<file path="src/rtl/core/obuhp_pkg.sv">
// ----------------------------------------------------------------------------
// obuhp_pkg
// Shared types and constants for the OBU header parser.
// ----------------------------------------------------------------------------
package obuhp_pkg;

  localparam int MAX_SIZE_BYTES = 8;
  localparam int SIZE_W         = 56;
  localparam int LEFT_W         = 32;
  localparam int IDX_W          = 3;
  localparam int TYPE_W         = 4;
  localparam int LEB_BITS       = 7;

  typedef enum logic [2:0] {
    ST_OK        = 3'd0,
    ST_FORBIDDEN = 3'd1,
    ST_RESERVED  = 3'd2,
    ST_EXTENSION = 3'd3,
    ST_TRUNCATED = 3'd4,
    ST_TOO_LARGE = 3'd5
  } status_t;

  typedef struct packed {
    logic              in_size_field;
    logic [SIZE_W-1:0] size_accum;
    logic [IDX_W-1:0]  size_byte_index;
    logic [TYPE_W-1:0] held_type;
  } parse_state_t;

  typedef struct packed {
    status_t           status;
    logic [TYPE_W-1:0] obu_type;
    logic              size_present;
    logic [SIZE_W-1:0] obu_size;
  } result_t;

endpackage

</file>
<file path="src/rtl/core/obuhp_step.sv">
// ----------------------------------------------------------------------------
// obuhp_step
// One parse step: header checks or one LEB128 size byte, next state and result.
// ----------------------------------------------------------------------------
module obuhp_step (
  input  obuhp_pkg::parse_state_t              state,
  input  logic [7:0]                           data_byte,
  input  logic [obuhp_pkg::LEFT_W-1:0]         bytes_after,
  output obuhp_pkg::parse_state_t              state_next,
  output logic                                 emit,
  output obuhp_pkg::result_t                   result
);
  import obuhp_pkg::*;

  logic              forbidden;
  logic [TYPE_W-1:0] hdr_type;
  logic              ext;
  logic              size_flag;
  logic              left_zero;
  logic              last;
  logic [5:0]        shamt;
  logic [SIZE_W-1:0] accum_new;
  logic [SIZE_W-1:0] left_ext;

  assign forbidden = data_byte[7];
  assign hdr_type  = data_byte[6:3];
  assign ext       = data_byte[2];
  assign size_flag = data_byte[1];
  assign left_zero = (bytes_after == '0);
  assign left_ext  = SIZE_W'(bytes_after);

  // LEB128 groups land at 7 * index
  assign shamt     = {state.size_byte_index, 3'b000} - 6'(state.size_byte_index);
  assign accum_new = state.size_accum | (SIZE_W'(data_byte[6:0]) << shamt);
  assign last      = (state.size_byte_index == IDX_W'(MAX_SIZE_BYTES - 1)) || !data_byte[7];

  always_comb begin
    state_next                 = state;
    state_next.in_size_field   = 1'b0;
    state_next.size_accum      = '0;
    state_next.size_byte_index = '0;
    emit                       = 1'b1;
    result.status              = ST_OK;
    result.obu_type            = state.held_type;
    result.size_present        = 1'b1;
    result.obu_size            = '0;
    if (!state.in_size_field) begin
      state_next.held_type = hdr_type;
      result.obu_type      = hdr_type;
      result.size_present  = size_flag;
      if (forbidden) begin
        result.status = ST_FORBIDDEN;
      end else if (hdr_type == '0) begin
        result.status = ST_RESERVED;
      end else if (ext) begin
        result.status = ST_EXTENSION;
      end else if (!size_flag) begin
        result.obu_size = left_ext;
      end else if (left_zero) begin
        result.status = ST_TRUNCATED;
      end else begin
        emit                     = 1'b0;
        state_next.in_size_field = 1'b1;
      end
    end else begin
      if (last) begin
        if (accum_new > left_ext) begin
          result.status = ST_TOO_LARGE;
        end else begin
          result.obu_size = accum_new;
        end
      end else if (left_zero) begin
        result.status = ST_TRUNCATED;
      end else begin
        emit                       = 1'b0;
        state_next.in_size_field   = 1'b1;
        state_next.size_accum      = accum_new;
        state_next.size_byte_index = state.size_byte_index + 1'b1;
      end
    end
  end

endmodule

</file>
<file path="src/rtl/core/obu_header_parser_core.sv">
// ----------------------------------------------------------------------------
// obu_header_parser_core
// Byte-serial AV1 OBU header and LEB128 size parser.
// ----------------------------------------------------------------------------
// One byte beat is taken per cycle while in_ready is high. Each beat is
// registered, parsed against the parse state once the output register can
// take a result, and any result is registered for the output. At most one
// result per beat; header and size bytes that need more input give none.
// in_ready follows out_ready combinationally through the two stages.
module obu_header_parser_core (
  input  logic                          clk,
  input  logic                          rst,
  input  logic                          in_valid,
  output logic                          in_ready,
  input  logic [7:0]                    data_byte,
  input  logic [obuhp_pkg::LEFT_W-1:0]  bytes_after,
  output logic                          out_valid,
  input  logic                          out_ready,
  output logic [2:0]                    status,
  output logic [obuhp_pkg::TYPE_W-1:0]  obu_type,
  output logic                          size_present,
  output logic [obuhp_pkg::SIZE_W-1:0]  obu_size
);
  import obuhp_pkg::*;

  logic              s1_valid;
  logic [7:0]        s1_byte;
  logic [LEFT_W-1:0] s1_left;
  logic              s1_fire;
  parse_state_t      state;
  parse_state_t      state_next;
  logic              emit;
  result_t           result;
  result_t           out_reg;

  assign s1_fire  = s1_valid && (!out_valid || out_ready);
  assign in_ready = !s1_valid || s1_fire;

  obuhp_step u_step (
    .state       (state),
    .data_byte   (s1_byte),
    .bytes_after (s1_left),
    .state_next  (state_next),
    .emit        (emit),
    .result      (result)
  );

  always_ff @(posedge clk) begin
    if (rst) begin
      s1_valid <= 1'b0;
    end else if (in_ready) begin
      s1_valid <= in_valid;
    end
    if (in_ready && in_valid) begin
      s1_byte <= data_byte;
      s1_left <= bytes_after;
    end
  end

  always_ff @(posedge clk) begin
    if (rst) begin
      state <= '0;
    end else if (s1_fire) begin
      state <= state_next;
    end
  end

  always_ff @(posedge clk) begin
    if (rst) begin
      out_valid <= 1'b0;
    end else if (s1_fire) begin
      out_valid <= emit;
    end else if (out_ready) begin
      out_valid <= 1'b0;
    end
    if (s1_fire && emit) begin
      out_reg <= result;
    end
  end

  assign status       = out_reg.status;
  assign obu_type     = out_reg.obu_type;
  assign size_present = out_reg.size_present;
  assign obu_size     = out_reg.obu_size;

endmodule

</file>
<file path="config.mk">
export PLATFORM = sky130hd
export DESIGN_NAME = obu_header_parser_core
export DESIGN_NICKNAME = d
export VERILOG_FILES = /design/src/rtl/core/obuhp_pkg.sv /design/src/rtl/core/obuhp_step.sv /design/src/rtl/core/obu_header_parser_core.sv
export SDC_FILE = /design/constraint.sdc
export NUM_CORES = 1
export LEC_CHECK = 0
export BUFFER_PORTS_ARGS = -buffer_cell sky130_fd_sc_hd__buf_4
export CAP_MARGIN = 25
export CORE_MARGIN = 4
export CORE_UTILIZATION = 52
export DETAILED_ROUTE_END_ITERATION = 6
export GPL_TIMING_DRIVEN = 0
export PLACE_DENSITY = 0.86
export SLEW_MARGIN = 20
export SYNTH_ARGS = -nofsm -noshare
export SYNTH_HDL_FRONTEND = slang
export SYNTH_SLANG_ARGS = --single-unit
</file>
<file path="constraint.sdc">
create_clock -name clk -period 4 [get_ports clk]
set_input_delay 0.2 -clock clk [delete_from_list [all_inputs] [get_ports clk]]
set_output_delay 0.2 -clock clk [all_outputs]
set_load 0.005 [all_outputs]
</file>
==> impl_metrics.json, run 1 <==
{
  "crit_path_end_kind": "flip-flop",
  "cp_top_family": "compound AO/OA/AOI/OAI gates",
  "wirelength_mm": 25.3,
  "synth.yosys.seq_area_share_pct": 56.2,
  "drive_above_1_share_pct": 31.0,
  "vias_per_cell": 6.18,
  "p_per_area_mw_per_mm2": 362,
  "rows": 44,
  "violations": "DRC, setup timing",
  "die_area_mm2": 0.0173,
  "antennaDiodeCount": 0,
  "finalPower_w": 0.00399,
  "hold_violations": 0,
  "path_class": "flip-flop to flip-flop",
  "reg2reg_depth": 18,
  "start_kind": "flip-flop",
  "synth_xor_area_share_pct": 0.427,
  "skew_ns": 0.0101,
  "maxCapViolCount": 0,
  "synth_top_area_share_pct": 39.5,
  "stdcell_area_mm2": 0.0110,
  "overflow": 0,
  "num-nets-final": 1065,
  "place_congestion": 0.982,
  "synth_edf_count": 104,
  "syn_inst": 748,
  "cpMostUsedCell": "buf_12",
  "maxSlewHeadroom_pct": 32.8,
  "holdPathEnd": "s1_valid",
  "synth_area_leaders": "edfxtp_1 39%, dfxtp_1 17%, ha_1 5.5%",
  "clk_latency_ns": 0.44,
  "crit_slowest_cell": "a21oi_2",
  "reg2reg_slack_ns": -0.37,
  "synth_fa_ha_area_share_pct": 5.53,
  "synth_area_leader_cell": "edfxtp_1",
  "cts_tree": "done",
  "io_pins": 110,
  "yosys_warnings": 0,
  "track_usage_pct": 27.1,
  "drtIter0Drc": 1045,
  "synth_cell_types": 57,
  "dp_cells": 1067,
  "synth_compound_area_share_pct": 16.3,
  "place_hpwl_mm": 14.8,
  "area_growth_pct": 39.5,
  "hold_path.class": "input pin to flip-flop",
  "period_minus_slack_ns": 4.37,
  "hold_start": "in_valid",
  "max-vdd-ir-drop_v": 0.000371,
  "firstDrtPassIters": 7,
  "numCtsBuffers": 17,
  "timing.fmax_ghz": 0.229,
  "clk_pin_slew_ns": 0.06,
  "status": "finished with violations",
  "synth_seq_cells": 170,
  "cp_slowest_stage_delay_ns": 0.39,
  "core_area_mm2": 0.0147,
  "wl_per_cell_um": 21.4,
  "report.final.slew_viol_count": 0,
  "critPathBufInv": 6,
  "rsz0062_at_grt": "true",
  "cp_max_fo": 6,
  "grt_max_degree": 34,
  "cts_root_buffer": "clkbuf_16",
  "post-route-drc-count": 2,
  "setup_viol": 34,
  "setup_tns_ns": -11.25,
  "netlist_area_mm2": 0.00791,
  "ff_latch_area_mm2": 0.00445,
  "hold_slack_ns": 0.0303,
  "syn_avg_cell_area_um2": 10.6,
  "num-fill-cells": 801,
  "worstPathRequired_ns": 4.27,
  "stdcell_count": 1183,
  "die_y_um": 131,
  "r2r-end": "obu_size[27]",
  "place_area_mm2": 0.00914,
  "synth_top_family_by_area": "compound AO/OA/AOI/OAI gates",
  "hold_path_depth": 3,
  "die_w_um": 131,
  "post-route-period-util_pct": 109,
  "start_util_pct": 53.8,
  "path_cells": "clkinvlp_4 > ha_4 > buf_8 > mux2_4 > buf_4 > mux2i_1 > o21ai_0 > a21oi_2 > inv_1 > ha_1 > nand4_1 > a21oi_1 > o31ai_1 > a31o_2 > nand4b_4 > buf_12 > buf_12 > o21ai_4",
  "grt_pass1_wl_mm": 37.2,
  "antenna_found_initial": 0,
  "layout_setup_ws_ns": -0.368,
  "clockBufferDepth": 2,
  "worst_slew_pin_slew_ns": 0.999,
  "first_global_vias": 7025,
  "antenna_left": 0,
  "yosys.area_share.simple_pct": 13.3,
  "synth_mux_area_share_pct": 2.66,
  "multi_input_area_mm2": 0.00361,
  "worstPathArrival_ns": 4.64,
  "synth_ff_type": "edfxtp_1",
  "vias": 7312,
  "p_leak_nw": 4.63,
  "cts.sinks": 170,
  "port_buffers": 108,
  "regToRegStartpoint": "state[5]",
  "cts_max_level": 4,
  "synthArstFlopShare_pct": 0
}
worst max-delay path by stage:
stage / startpoint / end / cells after the start
final: state[5] / obu_size[27] / 18
after global routing: state[4] / obu_size[3] / 17
after CTS: state[5] / obu_size[27] / 19
after detailed placement: state[5] / status[0] / 18
after global placement: state[5] / status[0] / 18
after floorplan: state[5] / status[0] / 18
cell type report:
class	count	area share (%)
inverter	69	2.49
multi-input combinational	495	32.7
buffer	36	2.02
clock inverter	14	1.17
tap	184	2.09
sequential	170	40.3
timing repair buffer	197	15.3
clock buffer	18	3.89
power by group:
group | switching, W | leakage (nW) | internal (W) | total (W)
combinational | 0.000237 | 2.85 | 0.000193 | 0.000430
clock | 0.000681 | 0.258 | 0.000906 | 0.00159
sequential | 0.0000411 | 1.52 | 0.00193 | 0.00197
registers in the layout, indices dropped and copies added, names as in the netlist:
name,flops
state,64
obu_size,56
s1_left,32
s1_byte,8
obu_type,4
status,3
out_valid,1
s1_valid,1
size_present,1
cells by family (layout without fill, tap and decap cells):
kind of cell    count (synthesis)  count (layout)
simple gates                  217             217
compound gates                197             197
flops                         170             170
buf+inv                       106             334
fa+ha+maj                      35              35
mux                            19              19
xor+xnor                        3               3
other cells                     1              24
synth_stat cells (all sizes together), types with 2 or more instances:
master and number:
xor2 2, mux2i 6, mux2 13, nand4bb 2, nand4 8, o32ai 2
clkbuf 24, o21bai 2, inv 69, dfxtp 66, o211ai 3, ha 35
a21oi 85, nand2 62, nand2b 7, nor4 16, a211oi 2, edfxtp 104
a221o 2, nand3b 4, o31ai 2, nor3 42, and2 5, a32oi 4
and4 2, or3 2, a21o 11, or2 5, buf 13, nor2 49
o22ai 5, nand3 10, a31oi 3, o21ai 45, a22oi 23
cell usage in the layout, fill, tap and decap left out, types with 32 or more instances in the layout:
cell type / n
buf_4: 151
edfxtp_1: 104
inv_1: 67
dfxtp_1: 63
a21oi_1: 61
nand2_1: 58
nor2_1: 44
nor3_1: 40
dlygate4sd3_1: 40
ha_1: 32
layer usage:
metal  vias up  share of wire (%)  global-route usage [%]
met1      3409                 35                    32.0
met4         0                5.6                    12.4
met2       574                 49                    47.3
met3       157                 10                    6.19
met5         -                  0                       0
li1       3172                  -                       -
repair_timing:
| item | 4_1_cts | 5_1_grt |
|---|---|---|
| gates cloned | 2 | 1 |
| pin swaps | 16 | 16 |
| hold endpoints to repair | 40 | 0 |
| endpoints found under the setup margin | 34 | 34 |
| resized for setup | 90 | 36 |
| hold buffers | 40 | 0 |
| setup buffers | 29 | 14 |
metrics by stage:
step / utilization [%] / setup WS, ns
after floorplan: - / 0.0395
after global placement: 61.7 / -1.03
after detailed placement: 62.2 / -1.02
after CTS: 73.2 / -0.0950
after global routing: 75.1 / -0.600
final: 75.1 / -0.368
worst min-delay path: cells and delay by family:
kind,cells,cell delay [ns]
buffers and inverters,2,0.15
AO/OA/AOI/OAI,1,0.06
Power figures use the tool's default switching activity.
==> run 2: changes to the inputs <==
--- a/config.mk
+++ b/config.mk
@@ -8,11 +8,12 @@
 export BUFFER_PORTS_ARGS = -buffer_cell sky130_fd_sc_hd__buf_4
 export CAP_MARGIN = 25
 export CORE_MARGIN = 4
-export CORE_UTILIZATION = 52
+export CORE_UTILIZATION = 45
 export DETAILED_ROUTE_END_ITERATION = 6
 export GPL_TIMING_DRIVEN = 0
-export PLACE_DENSITY = 0.86
+export PLACE_DENSITY = 0.77
 export SLEW_MARGIN = 20
 export SYNTH_ARGS = -nofsm -noshare
 export SYNTH_HDL_FRONTEND = slang
+export SYNTH_HIERARCHICAL = 1
 export SYNTH_SLANG_ARGS = --single-unit
==> run 2 against run 1 <==
The flow now finishes without violations. Die area rose by 32%. Cell count rose by 20%. Sequential cell count did not move. Design area rose by 12%. Sequential share of layout area fell by 4.5 points. Maximum frequency rose by 10%. Critical path type unchanged. Largest cell class is now multi-input gates. Largest power group unchanged.
==> impl_metrics.json, run 2 <==
{
  "yosysMostFrequentCell": "nand2b_1",
  "drive_above_1_share_pct": 29.7,
  "p_leak_nw": 4.99,
  "max_flop_register": "state",
  "synth_common_cells": "128 x nand2b_1, 104 x edfxtp_1, 74 x nor2_1",
  "synth_mux_area_share_pct": 9.05,
  "rows": 52,
  "cts_root_buffer": "clkbuf_16",
  "start_kind": "flip-flop",
  "clk_latency_ns": 0.44,
  "synth_fa_ha_area_share_pct": 4.75,
  "status": "finished clean",
  "syn_inst": 899,
  "hold_start": "rst",
  "drtIter0Drc": 545,
  "timing.fmax_ghz": 0.252,
  "place_area_mm2": 0.0105,
  "worstPathArrival_ns": 4.15,
  "yosys.area_share.simple_pct": 18.8,
  "p_per_area_mw_per_mm2": 321,
  "cp_top_family": "buffers and inverters",
  "synth_seq_cells": 170,
  "firstDrtPassIters": 7,
  "report.final.slew_viol_count": 0,
  "regToRegStartpoint": "state[6]",
  "synth_cell_types": 57,
  "largest_reg_flops": 64,
  "cts_tree": "done",
  "synth_area_leaders": "edfxtp_1 34%, dfxtp_1 14%, nand2b_1 8.7%",
  "maxCapViolCount": 0,
  "clk_pin_slew_ns": 0.07,
  "die_area_mm2": 0.0228,
  "worstPathRequired_ns": 4.18,
  "synth_compound_area_share_pct": 9.96,
  "skew_ns": 0.0104,
  "period_minus_slack_ns": 3.97,
  "cp_slowest_stage_delay_ns": 0.42,
  "path_class": "flip-flop to flip-flop",
  "area_growth_pct": 34.7,
  "synthArstFlopShare_pct": 0,
  "stdcell_area_mm2": 0.0124,
  "synth_top_family_by_area": "simple AND/OR/NAND/NOR gates",
  "fin_util_pct": 61.6,
  "netlist_area_mm2": 0.00922,
  "antenna_found_initial": 0,
  "die_w_um": 151,
  "start_util_pct": 45.7,
  "synth_ff_type": "edfxtp_1",
  "overflow": 0,
  "synth_xor_area_share_pct": 0.380,
  "cpMostUsedCell": "buf_4",
  "vias_per_cell": 5.30,
  "cts_max_level": 4,
  "post-route-period-util_pct": 99.2,
  "hold_path.class": "input pin to flip-flop",
  "numCtsBuffers": 17,
  "max-vdd-ir-drop_v": 0.000263,
  "final_common_cell": "buf_4",
  "place_congestion": 0.923,
  "synth.yosys.seq_area_share_pct": 48.2,
  "port_buffers": 108,
  "io_pins": 110,
  "antennaDiodeCount": 0,
  "clockBufferDepth": 2,
  "cts.sinks": 170,
  "syn_avg_cell_area_um2": 10.3,
  "first_global_vias": 7410,
  "maxSlewHeadroom_pct": 37.9,
  "post-route-drc-count": 0,
  "worst_slew_pin_slew_ns": 0.925,
  "synth_area_leader_cell": "edfxtp_1",
  "grt_pass1_wl_mm": 38.0,
  "vias": 7532,
  "place_hpwl_mm": 16.0,
  "synth_top_area_share_pct": 33.9,
  "yosys_warnings": 6,
  "cp_max_fo": 10,
  "setup_viol": 0,
  "final_cell_mix": "177 x buf_4, 128 x nand2b_1, 104 x edfxtp_1",
  "antenna_left": 0,
  "critPathBufInv": 7,
  "crit_slowest_cell": "dfxtp_1",
  "wirelength_mm": 25.0,
  "startpoint": "state[6]",
  "core_area_mm2": 0.0202,
  "path_cells": "buf_2 > xnor2_1 > buf_4 > a31o_2 > a21oi_4 > inv_1 > ha_1 > nand4_1 > buf_6 > nor4_4 > buf_4 > o31a_1 > o311ai_4 > nand4b_4 > buf_12 > buf_8 > o21ai_4",
  "grt_max_degree": 30,
  "hold_violations": 0,
  "crit_path_end_kind": "flip-flop",
  "synth_edf_count": 104,
  "setup_tns_ns": 0,
  "num-nets-final": 1216,
  "die_y_um": 151,
  "wl_per_cell_um": 17.6,
  "track_usage_pct": 21.5
}
==> run 2: changes by cell type after synthesis, sizes merged, moves of 5 or more <==
cell / before / now
a21o: 11 / 4
a21oi: 85 / 68
a22oi: 23 / 0
buf: 13 / 47
clkbuf: 24 / 30
mux2: 13 / 5
mux2i: 6 / 71
nand2: 62 / 48
nand2b: 7 / 128
nor2: 49 / 74
nor2b: 1 / 8
nor3: 42 / 9
o21ai: 45 / 40
==> run 2: worst paths after layout <==
check | to | slack (ns) | cells after the start
setup / recovery | obu_size[7] | 0.03 | 17
hold / removal | s1_valid | 0.12 | 2
setup reg to reg | obu_size[7] | 0.03 | 17
hold reg to reg | state[63] | 0.48 | 2
==> run 2: per-stage QoR <==
stage	std cells	hold WS, ns	worst slack [ns]	total power [W]
after floorplan	922	0.299	0.0345	0.00220
after detailed placement	1304	0.379	-1.31	0.00235
after global placement	1300	0.379	-1.59	0.00234
after CTS	1404	0.100	0.00551	0.00400
after global routing	1420	0.148	-0.0415	0.00413
final	1420	0.119	0.0339	0.00399
==> run 2: where the power goes <==
part           internal (W)  leakage (nW)  switching, W
Combinational      0.000224          3.19      0.000194
Clock              0.000831         0.283      0.000774
Sequential          0.00193          1.52     0.0000394
Total               0.00298          4.99       0.00101
==> run 2: timing repair <==
item	in CTS	in global routing
cloned	2	0
endpoints found under the setup margin	34	34
pin swaps	16	20
hold endpoints to repair	41	0
setup buffers	28	17
hold buffers	41	0
gates resized for setup	70	45
==> run 2: logic make-up (layout without fill, tap and decap cells) <==
group	count (synthesis)	in the layout
other	1	24
adder cells (fa/ha/maj)	35	35
multiplexers	79	79
buffers and inverters	149	377
AO/OA/AOI/OAI	141	141
AND/OR/NAND/NOR	320	320
flip-flops	170	170
XOR/XNOR	4	4
==> run 2: final cells by class <==
cell class	count	area, µm²
multi-input combinational	603	4460
sequential	170	4450
timing repair buffer	201	1740
clock inverter	15	153
tap	270	338
inverter	72	283
buffer	72	572
fill	1543	7750
clock buffer	17	425
==> run 2: routing by layer <==
layer	wire length, µm	vias up	global-route usage [%]	part of all wire (%)
li1	-	3544	-	-
met1	10000	3558	26.7	40
met2	11900	343	35.3	48
met3	1890	87	5.03	7.5
met4	1240	0	10.5	5.0
met5	0	-	0	0
